`config.mk`:
```
export PLATFORM = sky130hd
export DESIGN_NAME = spectrum_bar_peak_fall_meter_top
export DESIGN_NICKNAME = d
export VERILOG_FILES = /design/src/rtl/core/sbpfm_pkg.sv /design/src/rtl/core/sbpfm_update.sv /design/src/rtl/core/spectrum_bar_peak_fall_meter_top.sv
export SDC_FILE = /design/constraint.sdc
export NUM_CORES = 1
export LEC_CHECK = 0
export ABC_AREA = 1
export BUFFER_PORTS_ARGS = -buffer_cell sky130_fd_sc_hd__buf_2
export CORE_MARGIN = 2
export CORE_UTILIZATION = 48
export CTS_CLUSTER_DIAMETER = 100
export DETAILED_ROUTE_END_ITERATION = 10
export PLACE_DENSITY = 0.67
export SYNTH_ARGS = -nofsm -noshare
export SYNTH_HDL_FRONTEND = slang
export SYNTH_HIERARCHICAL = 1
export SYNTH_SLANG_ARGS = --single-unit
```
`constraint.sdc`:
```
create_clock -name clk -period 3.9 [get_ports clk]
set_input_delay 0.78 -clock clk [delete_from_list [all_inputs] [get_ports clk]]
set_output_delay 0.78 -clock clk [all_outputs]
set_load 0.02 [all_outputs]
```
`src/rtl/core/sbpfm_pkg.sv`:
```
// Shared types, constants and the bar height scaler for the spectrum bar meter.
// Used by every module of the meter; depends on nothing else.
package sbpfm_pkg;

    localparam int BANDS_DEFAULT = 16;
    localparam int CFG_W         = 8;
    localparam int CFG_INDEX_W   = 2;

    localparam logic [7:0] FRAME_PERIOD_RST   = 8'd5;
    localparam logic [7:0] HOLD_FRAMES_RST    = 8'd1;
    localparam logic [7:0] FALL_FRAMES_RST    = 8'd1;
    localparam logic [4:0] LOW_BAND_COUNT_RST = 5'd2;

    localparam int LOW_DIV   = 40;
    localparam int HIGH_DIV  = 20;
    localparam int FULL_SCALE_LEVEL = 8;

    localparam logic [5:0] SPACE_GLYPH = 6'd32;

    typedef enum logic [CFG_INDEX_W-1:0] {
        CFG_FRAME_PERIOD   = 2'd0,
        CFG_HOLD_FRAMES    = 2'd1,
        CFG_FALL_FRAMES    = 2'd2,
        CFG_LOW_BAND_COUNT = 2'd3
    } cfg_index_t;

    typedef struct packed {
        logic        frame_start;
        logic [3:0]  band;
        logic [15:0] magnitude;
    } sample_word_t;

    typedef struct packed {
        logic [3:0] band_out;
        logic [5:0] glyph;
        logic [3:0] level;
    } bar_word_t;

    // Per-band state kept in the band memory.
    typedef struct packed {
        logic [3:0] level;
        logic [7:0] count;
    } band_state_t;

    // Saturated quotient: counts how many multiples of the divisor, up to
    // eight, fit under the magnitude. The eight compares are independent.
    function automatic logic [3:0] bar_height(input logic [15:0] magnitude,
                                              input logic        low_band);
        logic [3:0] h;
        h = 4'd0;
        for (int k = 1; k <= FULL_SCALE_LEVEL; k++)
        begin
            if (low_band)
            begin
                if (magnitude >= 16'(k * LOW_DIV))
                    h = 4'(k);
            end
            else
            begin
                if (magnitude >= 16'(k * HIGH_DIV))
                    h = 4'(k);
            end
        end
        return h;
    endfunction

endpackage

```
`src/rtl/core/sbpfm_update.sv`:
```
// Peak hold and fall-off update of one band's level and counter.
// Purely combinational; depends on sbpfm_pkg.
module sbpfm_update (
    input  sbpfm_pkg::band_state_t state_in,
    input  logic [3:0]             height,
    input  logic [7:0]             hold_frames,
    input  logic [7:0]             fall_frames,
    output sbpfm_pkg::band_state_t state_out
);
    import sbpfm_pkg::*;

    logic [3:0] lvl;
    logic [7:0] cnt;

    always_comb
    begin
        lvl = state_in.level;
        cnt = state_in.count;
        // A new peak raises the level and restarts the hold time.
        if (lvl < height)
        begin
            lvl = height;
            cnt = hold_frames;
        end
        if (cnt != 8'd0)
        begin
            cnt = cnt - 8'd1;
            if (cnt == 8'd0)
            begin
                if (lvl != 4'd0)
                    lvl = lvl - 4'd1;
                if (lvl != 4'd0)
                    cnt = fall_frames;
            end
        end
        state_out.level = lvl;
        state_out.count = cnt;
    end

endmodule

```
`src/rtl/core/spectrum_bar_peak_fall_meter_top.sv`:
```
// Top level of the spectrum bar meter: frame divider, band state memory and
// the two register stages. Depends on sbpfm_pkg and sbpfm_update.
//
//   channel  direction  handshake                     word
//   sample   in         sample_valid / sample_stall   sbpfm_pkg::sample_word_t
//   bar      out        bar_valid / bar_stall         sbpfm_pkg::bar_word_t
//   cfg      in         cfg_write_en                  cfg_index, cfg_data
//
// One word is taken every cycle while sample_stall is low; a result word passes
// through the memory read stage and the output register.
// The band memory is read at acceptance and written as the word advances; the
// last write is forwarded so words for the same band may follow back to back.
// Reset clears the per-band valid bits at once, so no clearing pass is needed.
// A stalled output holds the stage behind it, which stalls the sample channel.
module spectrum_bar_peak_fall_meter_top #(
    parameter int BANDS = sbpfm_pkg::BANDS_DEFAULT
) (
    input  logic                                   clk,
    input  logic                                   rst_n,
    input  logic                                   sample_valid,
    output logic                                   sample_stall,
    input  sbpfm_pkg::sample_word_t                sample_word,
    output logic                                   bar_valid,
    input  logic                                   bar_stall,
    output sbpfm_pkg::bar_word_t                   bar_word,
    input  logic                                   cfg_write_en,
    input  logic [sbpfm_pkg::CFG_INDEX_W-1:0]      cfg_index,
    input  logic [sbpfm_pkg::CFG_W-1:0]            cfg_data
);
    import sbpfm_pkg::*;

    localparam int BAND_AW = (BANDS > 1) ? $clog2(BANDS) : 1;

    // Configuration registers.
    logic [7:0] frame_period_reg;
    logic [7:0] hold_frames_reg;
    logic [7:0] fall_frames_reg;
    logic [4:0] low_band_count_reg;

    always_ff @(posedge clk or negedge rst_n)
    begin
        if (!rst_n)
        begin
            frame_period_reg   <= FRAME_PERIOD_RST;
            hold_frames_reg    <= HOLD_FRAMES_RST;
            fall_frames_reg    <= FALL_FRAMES_RST;
            low_band_count_reg <= LOW_BAND_COUNT_RST;
        end
        else if (cfg_write_en)
        begin
            unique case (cfg_index_t'(cfg_index))
                CFG_FRAME_PERIOD:   frame_period_reg   <= cfg_data;
                CFG_HOLD_FRAMES:    hold_frames_reg    <= cfg_data;
                CFG_FALL_FRAMES:    fall_frames_reg    <= cfg_data;
                CFG_LOW_BAND_COUNT: low_band_count_reg <= cfg_data[4:0];
                default:            ;
            endcase
        end
    end

    // Handshake control.
    logic sample_accept;
    logic stage_valid_reg, stage_valid_next;
    logic stage_adv;
    logic bar_valid_reg, bar_valid_next;

    assign stage_adv     = stage_valid_reg && (!bar_valid_reg || !bar_stall);
    assign sample_stall  = stage_valid_reg && !stage_adv;
    assign sample_accept = sample_valid && !sample_stall;

    // Frame divider, stepped on the first word of each frame.
    logic [7:0] frame_divider_reg, frame_divider_next;
    logic       frame_shown_reg, frame_shown_next;
    logic [7:0] divider_dec;

    always_comb
    begin
        divider_dec        = frame_divider_reg - 8'd1;
        frame_divider_next = frame_divider_reg;
        frame_shown_next   = frame_shown_reg;
        if (sample_accept && sample_word.frame_start)
        begin
            if (divider_dec != 8'd0)
            begin
                frame_divider_next = divider_dec;
                frame_shown_next   = 1'b0;
            end
            else
            begin
                frame_divider_next = frame_period_reg;
                frame_shown_next   = 1'b1;
            end
        end
    end

    always_ff @(posedge clk or negedge rst_n)
    begin
        if (!rst_n)
        begin
            frame_divider_reg <= 8'd0;
            frame_shown_reg   <= 1'b0;
        end
        else
        begin
            frame_divider_reg <= frame_divider_next;
            frame_shown_reg   <= frame_shown_next;
        end
    end

    // Only words of shown frames on existing bands enter the stage.
    logic               band_in_range;
    logic               take_word;
    logic [BAND_AW-1:0] rd_idx;
    logic               low_band;

    assign band_in_range = 32'(sample_word.band) < 32'(BANDS);
    assign take_word     = sample_accept && frame_shown_next && band_in_range;
    assign rd_idx        = BAND_AW'(sample_word.band);
    assign low_band      = {1'b0, sample_word.band} < low_band_count_reg;

    assign stage_valid_next = take_word || (stage_valid_reg && !stage_adv);

    // Stage register: band, scaled height and the band state read.
    logic [3:0]         stage_band_reg;
    logic [3:0]         stage_height_reg;
    logic               rd_known_reg;
    band_state_t        rd_data_reg;
    band_state_t        band_mem [BANDS];
    logic [BANDS-1:0]   entry_valid_reg;

    // Last write, forwarded to a word that read the memory at that same edge.
    logic               fwd_valid_reg;
    logic [3:0]         fwd_band_reg;
    band_state_t        fwd_data_reg;

    band_state_t        cur_state;
    band_state_t        new_state;
    logic [BAND_AW-1:0] wr_idx;

    assign wr_idx = BAND_AW'(stage_band_reg);

    always_ff @(posedge clk or negedge rst_n)
    begin
        if (!rst_n)
            stage_valid_reg <= 1'b0;
        else
            stage_valid_reg <= stage_valid_next;
    end

    always_ff @(posedge clk)
    begin
        if (take_word)
        begin
            stage_band_reg   <= sample_word.band;
            stage_height_reg <= bar_height(sample_word.magnitude, low_band);
            rd_known_reg     <= entry_valid_reg[rd_idx];
            rd_data_reg      <= band_mem[rd_idx];
        end
    end

    always_ff @(posedge clk)
    begin
        if (stage_adv)
            band_mem[wr_idx] <= new_state;
    end

    always_ff @(posedge clk or negedge rst_n)
    begin
        if (!rst_n)
        begin
            entry_valid_reg <= '0;
            fwd_valid_reg   <= 1'b0;
        end
        else if (stage_adv)
        begin
            entry_valid_reg[wr_idx] <= 1'b1;
            fwd_valid_reg           <= 1'b1;
        end
    end

    always_ff @(posedge clk)
    begin
        if (stage_adv)
        begin
            fwd_band_reg <= stage_band_reg;
            fwd_data_reg <= new_state;
        end
    end

    always_comb
    begin
        if (fwd_valid_reg && (fwd_band_reg == stage_band_reg))
            cur_state = fwd_data_reg;
        else if (rd_known_reg)
            cur_state = rd_data_reg;
        else
            cur_state = '0;
    end

    sbpfm_update u_update (
        .state_in    (cur_state),
        .height      (stage_height_reg),
        .hold_frames (hold_frames_reg),
        .fall_frames (fall_frames_reg),
        .state_out   (new_state)
    );

    // Output register.
    bar_word_t bar_word_reg;

    assign bar_valid_next = stage_adv || (bar_valid_reg && bar_stall);

    always_ff @(posedge clk or negedge rst_n)
    begin
        if (!rst_n)
            bar_valid_reg <= 1'b0;
        else
            bar_valid_reg <= bar_valid_next;
    end

    always_ff @(posedge clk)
    begin
        if (stage_adv)
        begin
            bar_word_reg.band_out <= stage_band_reg;
            bar_word_reg.level    <= new_state.level;
            bar_word_reg.glyph    <= (new_state.level != 4'd0)
                                     ? 6'(new_state.level - 4'd1) : SPACE_GLYPH;
        end
    end

    assign bar_valid = bar_valid_reg;
    assign bar_word  = bar_word_reg;

endmodule

```
==> impl_metrics.json, run 1 <==
{
  "finClkSkew_ps": 27.7,
  "async_flop_share": 0.195,
  "crit_family": "simple AND/OR/NAND/NOR gates",
  "largest_reg_flops": 192,
  "p_seq_frac": 0.458,
  "critPathCaptureType": "flip-flop",
  "worstSkewPairLatency_ps": 570,
  "yosys.area.top_type": "edfxtp_1",
  "place_congestion": 0.874,
  "critPathSlowestCell": "edfxtp_1",
  "wire_per_inst_um": 17.9,
  "instances_no_fill": 1726,
  "root_buffer": "clkbuf_16",
  "slowest_delay_ps": 400,
  "crit_buf_inv": 8,
  "drtAntennaViolNets": 0,
  "synth_cell_type_count": 44,
  "yosys_register_bits": 292,
  "drt-initial-drc-count": 667,
  "clkTransAtPathRegs_ps": 60,
  "io_buffers": 49,
  "initial_core_util": 0.487,
  "crit_path_start_kind": "flip-flop",
  "leakagePower_uw": 0.00620,
  "netlist_top_cells_area": "edfxtp_1 54%, dfrtp_1 10%, o21ai_0 5.8%",
  "area_delta_synth_final_pct": 21.3,
  "final_nets": 1410,
  "pwr-share-comb": 0.201,
  "crit_arrival_ps": 4220,
  "ys_seq_area_frac": 0.650,
  "p_total_uw": 8570,
  "cts_tree": "yes",
  "ys_warn_count": 6,
  "fin_crit_sh": 1.00,
  "syn_area_um2": 13100,
  "post-place-cells": 1646,
  "cts_buffer_depth": 3,
  "die_w_um": 169,
  "antenna_found_initial": 0,
  "grt_pass1_wl_um": 47800,
  "finalSetupTns_ps": -18.4,
  "grt_overflow": 0,
  "boundaryPins": 52,
  "syn_nets": 1260,
  "min_path_type": "in2async",
  "rows": 60,
  "fmax_mhz": 255,
  "intPower_uw": 6230,
  "setup_viol_count_final": 1,
  "wl_um": 30900,
  "grt_max_degree": 106,
  "avgSynthCellArea_um2": 10.8,
  "synthCells": 1211,
  "p_per_area_nw_per_um2": 542,
  "drc_errors": 0,
  "setup_ws_ps": -18.4,
  "synth_edf_count": 235,
  "p_sw_uw": 2350,
  "fp.coreArea_um2": 26800,
  "slew_viol_final": 0,
  "maxSlewHeadroom": 0.297,
  "grt_use_total": 0.212,
  "fillers": 2149,
  "max_cap_viol_count": 0,
  "hold_slack_ps": 207,
  "cts_made_buffers": 30,
  "r2r_cells": 30,
  "drt_pass1_iterations": 5,
  "cts_max_level": 1,
  "synth.most_common_cell": "edfxtp_1",
  "rsz0062_at_grt": "yes",
  "hpwl_um": 18900,
  "critPathKind": "reg2reg",
  "synthDominantCellAreaShare": 0.541,
  "fin_crit_ps": 3920,
  "max-vdd-ir-drop_mv": 0.368,
  "switching_share": 0.274,
  "grt_pass1_vias": 9029,
  "floorplan.die.height_um": 169,
  "tightest_slew_ps": 1050,
  "vias": 9504,
  "synth_commonest_cells": "235 x edfxtp_1, 195 x nand2_1, 152 x nor2_1, 152 x o21ai_0, 95 x inv_1",
  "drive_gt1_frac": 0.243,
  "crit_cells": 30,
  "hold_violations": 0,
  "avgViaCountPerCell": 5.51,
  "dieArea_um2": 28500,
  "crit_fanout": 8,
  "required_ps": 4200,
  "clockPowerShare": 0.341,
  "outcome": "complete, but fails checks",
  "violations": "negative setup slack",
  "diodes": 0,
  "synthFlopType": "edfxtp_1",
  "cts_sinks": 292
}
area by class of cell:
cell class	instances	area [um2]	area share
Clock buffer	37	777	0.0491
Clock inverter	19	228	0.0144
Inverter	102	392	0.0247
Multi-Input combinational cell	762	4250	0.268
Sequential cell	292	8490	0.536
Tap cell	341	427	0.0270
Timing Repair Buffer	173	1270	0.0804
power groups by stage:
stage          Sequential (uW)  Combinational [uW]  Clock (uW)
2_1_floorplan             3980                 907           0
3_3_place_gp              3980                1470           0
3_5_place_dp              3990                1510           0
4_1_cts                   3930                1620        2980
5_1_grt                   3950                1890        3080
6_report                  3930                1720        2920
path summary, 6_finish.rpt:
path,startpoint,endpoint,slack (ps)
min,rst_n,entry_valid_reg[13]$_DFFE_PN0P_,210
min in group clk,entry_valid_reg[9]$_DFFE_PN0P_,entry_valid_reg[9]$_DFFE_PN0P_,460
max,stage_band_reg[0]$_DFFE_PP_,bar_word[7]$_SDFFCE_PN0P_,-20
min reg2reg,entry_valid_reg[9]$_DFFE_PN0P_,entry_valid_reg[9]$_DFFE_PN0P_,460
max in group asynchronous,rst_n,low_band_count_reg[1]$_DFFE_PN1P_,2810
max reg2reg,stage_band_reg[0]$_DFFE_PP_,bar_word[7]$_SDFFCE_PN0P_,-20
stage by stage:
| step | worst slack, ps | cell area, um2 | util |
|---|---|---|---|
| detailed placement | -633 | 14300 | 0.534 |
| floorplan | -26.9 | 13100 | - |
| finish | -18.4 | 15800 | 0.591 |
| CTS | 0.251 | 15600 | 0.582 |
| global route | -249 | 15800 | 0.591 |
| global placement | -436 | 14300 | 0.534 |
metal layers:
layer	routed length [um]	global-route usage	up-vias	part of all wire
met5	0	0	-	0
met4	816	0.0686	0	0.026
met3	1430	0.0231	55	0.046
met2	14900	0.349	235	0.48
met1	13700	0.296	4657	0.45
li1	-	-	4557	-
logic make-up after synthesis:
logic type | after synthesis | share of synthesized area
buf+inv | 158 | 0.0513
flops | 292 | 0.650
simple gates | 494 | 0.169
xor+xnor | 9 | 0.00604
fa+ha+maj | 13 | 0.0125
compound gates | 245 | 0.111
cells in the final DEF, fill, tap and decap left out, drive strengths merged, types with 14 or more instances in the layout:
| cell type | synthesis | final |
|---|---|---|
| a21oi | 19 | 19 |
| buf | 30 | 173 |
| clkbuf | 26 | 37 |
| clkinv | 2 | 14 |
| dfrtp | 52 | 52 |
| edfxtp | 235 | 235 |
| inv | 100 | 100 |
| nand2 | 208 | 209 |
| nand3 | 86 | 86 |
| nor2 | 163 | 163 |
| o21ai | 158 | 158 |
| o221ai | 37 | 37 |
repair_timing:
action	in CTS	in global routing
hold endpoints to repair	0	0
endpoints found under the setup margin	210	210
gates resized for setup	34	47
hold buffers	0	0
gates cloned	1	0
setup buffers	17	7
pin swaps	22	29
No activity file was read; power rests on OpenSTA's default activity.
==> run 2: changes to the inputs <==
--- a/config.mk
+++ b/config.mk
@@ -11,7 +11,6 @@
 export CORE_UTILIZATION = 48
 export CTS_CLUSTER_DIAMETER = 100
 export DETAILED_ROUTE_END_ITERATION = 10
-export PLACE_DENSITY = 0.67
 export SYNTH_ARGS = -nofsm -noshare
 export SYNTH_HDL_FRONTEND = slang
 export SYNTH_HIERARCHICAL = 1
==> constraint.sdc (replaced) <==
create_clock -name clk -period 3.8 [get_ports clk]
set_input_delay 0.76 -clock clk [delete_from_list [all_inputs] [get_ports clk]]
set_output_delay 0.76 -clock clk [all_outputs]
set_load 0.02 [all_outputs]
==> run 2 against run 1 <==
The run still ends with negative setup slack left. Worst setup slack got worse by 76 ps. Global-route usage rose by 1.0 points. Critical path depth fell by 4. Routed wire length rose by 0.83%. Largest cell class unchanged. Clock power fell by 7.9%. Maximum frequency rose by 0.63%. Highest routed layer unchanged. Final area fell by 1.1%. Final cell count fell by 0.41%. Sequential share of layout area rose by 0.61 points. Combinational power rose by 5%. Non-clock buffer count fell by 5. Via count fell by 2.5%. Critical endpoint unchanged.
==> impl_metrics.json, run 2 (same netlist as run 1, synthesis figures left out) <==
{
  "fmax_mhz": 257,
  "cts_max_level": 1,
  "max_cap_viol_count": 0,
  "startpoint": "stage_band_reg[0]$_DFFE_PP_",
  "wl_um": 31100,
  "fp.coreArea_um2": 26800,
  "slowest_delay_ps": 400,
  "setup_viol_count_final": 141,
  "initial_core_util": 0.487,
  "leakagePower_uw": 0.00613,
  "drt_pass1_iterations": 6,
  "place_area_um2": 14400,
  "tightest_slew_ps": 1070,
  "drt-initial-drc-count": 646,
  "wire_per_inst_um": 18.1,
  "io_buffers": 49,
  "slew_viol_final": 0,
  "critPathCaptureType": "flip-flop",
  "violations": "negative setup slack",
  "maxSlewHeadroom": 0.288,
  "cts_tree": "yes",
  "drtAntennaViolNets": 0,
  "grt_pass1_wl_um": 48900,
  "worstSkewPairLatency_ps": 570,
  "floorplan.die.height_um": 169,
  "crit_path_start_kind": "flip-flop",
  "setup_ws_ps": -93.9,
  "grt_pass1_vias": 8833,
  "max-vdd-ir-drop_mv": 0.461,
  "cpMostUsedCell": "nand3_2",
  "drc_errors": 0,
  "min_path_type": "in2async",
  "die_w_um": 169,
  "largest_reg_flops": 192,
  "vias": 9264,
  "hold_violations": 0,
  "finClkSkew_ps": 20.9,
  "critPathKind": "reg2reg",
  "rsz0062_at_grt": "yes",
  "critPathSlowestCell": "edfxtp_1",
  "final_nets": 1404,
  "fin_crit_ps": 3890,
  "final_common_cell": "edfxtp_1",
  "p_total_uw": 8520,
  "top_layer_used": "met4",
  "worstReg2RegEnd": "bar_word[7]$_SDFFCE_PN0P_",
  "grt_overflow": 0,
  "mostFrequentLayoutCells": "235 x edfxtp_1, 171 x nand2_1, 151 x o21ai_0, 145 x nor2_1, 103 x buf_4",
  "reg2reg_from": "stage_band_reg[0]$_DFFE_PP_",
  "dieArea_um2": 28500,
  "met2WireLength_um": 14900,
  "area_delta_synth_final_pct": 19.9,
  "place_congestion": 0.880,
  "p_per_area_nw_per_um2": 544,
  "crit_arrival_ps": 4220,
  "hpwl_um": 19800,
  "boundaryPins": 52,
  "cts_made_buffers": 30,
  "grt_use_total": 0.222,
  "rows": 60,
  "required_ps": 4130,
  "final_area_um2": 15700,
  "crit_fanout": 7,
  "cts_buffer_depth": 3,
  "clkTransAtPathRegs_ps": 60,
  "cts_sinks": 292,
  "antenna_found_initial": 0,
  "dr_wl_met3_um": 1260,
  "outcome": "complete, but fails checks",
  "avgViaCountPerCell": 5.39,
  "drive_gt1_frac": 0.230,
  "cts.hold.buffers_added": 0,
  "fin_crit_sh": 1.02,
  "wl_met1_um": 14200,
  "r2r_cells": 26,
  "grt_max_degree": 106,
  "diodes": 0,
  "r2r_slack_ps": -90,
  "root_buffer": "clkbuf_16"
}
run 2: per-layer routing:
| layer | vias to the layer above | track usage |
|---|---|---|
| li1 | 4536 | - |
| met1 | 4491 | 0.312 |
| met2 | 181 | 0.365 |
| met3 | 56 | 0.0271 |
| met4 | 0 | 0.0645 |
| met5 | - | 0 |
run 2: critical path, delay by kind of cell, from the launching register on:
kind            cells  cell delay [ps]
simple gates       15             1680
buf+inv             6              710
flops               1              400
fa+ha+maj           2              340
compound gates      2              330
xor+xnor            1              180
run 2: how the worst max path moves through the flow:
stage,end,slack [ps],cells after the start
2_1_floorplan,band_mem[0][4]$_DFFE_PP_,-120,24
3_3_place_gp,band_mem[7][4]$_DFFE_PP_,-520,23
3_5_place_dp,band_mem[6][4]$_DFFE_PP_,-700,23
4_1_cts,bar_word[7]$_SDFFCE_PN0P_,-120,29
5_1_grt,bar_word[7]$_SDFFCE_PN0P_,-340,26
6_report,bar_word[7]$_SDFFCE_PN0P_,-90,26
run 2: what timing repair did:
action | in CTS | in global routing
gates resized for setup | 44 | 11
pin swaps | 27 | 20
buffers inserted | 13 | 7
endpoints found under the setup margin | 210 | 210
gates cloned | 0 | 0
run 2: stage by stage:
| step | util | cells | TNS, ps | worst slack, ps | hold slack (ps) |
|---|---|---|---|---|---|
| after CTS | 0.581 | 1712 | -3560 | -124 | 255 |
| final | 0.584 | 1719 | -4050 | -93.9 | 238 |
| after floorplan | - | 1211 | -9600 | -119 | 427 |
| after global routing | 0.584 | 1719 | -41980 | -336 | 290 |
| after global placement | 0.536 | 1644 | -20830 | -521 | 439 |
| after detailed placement | 0.536 | 1644 | -31880 | -699 | 447 |
run 2: layout make-up:
type / count / area [um2]
clock inverter: 14 / 101
tap: 341 / 427
multi-input combinational: 761 / 4210
fill: 2271 / 11100
clock buffer: 41 / 792
inverter: 102 / 392
timing repair buffer: 168 / 1240
sequential: 292 / 8490
run 2: power by group:
part	internal, uW	switching [uW]
clock network	1520	1170
logic	703	1100
registers	3920	110
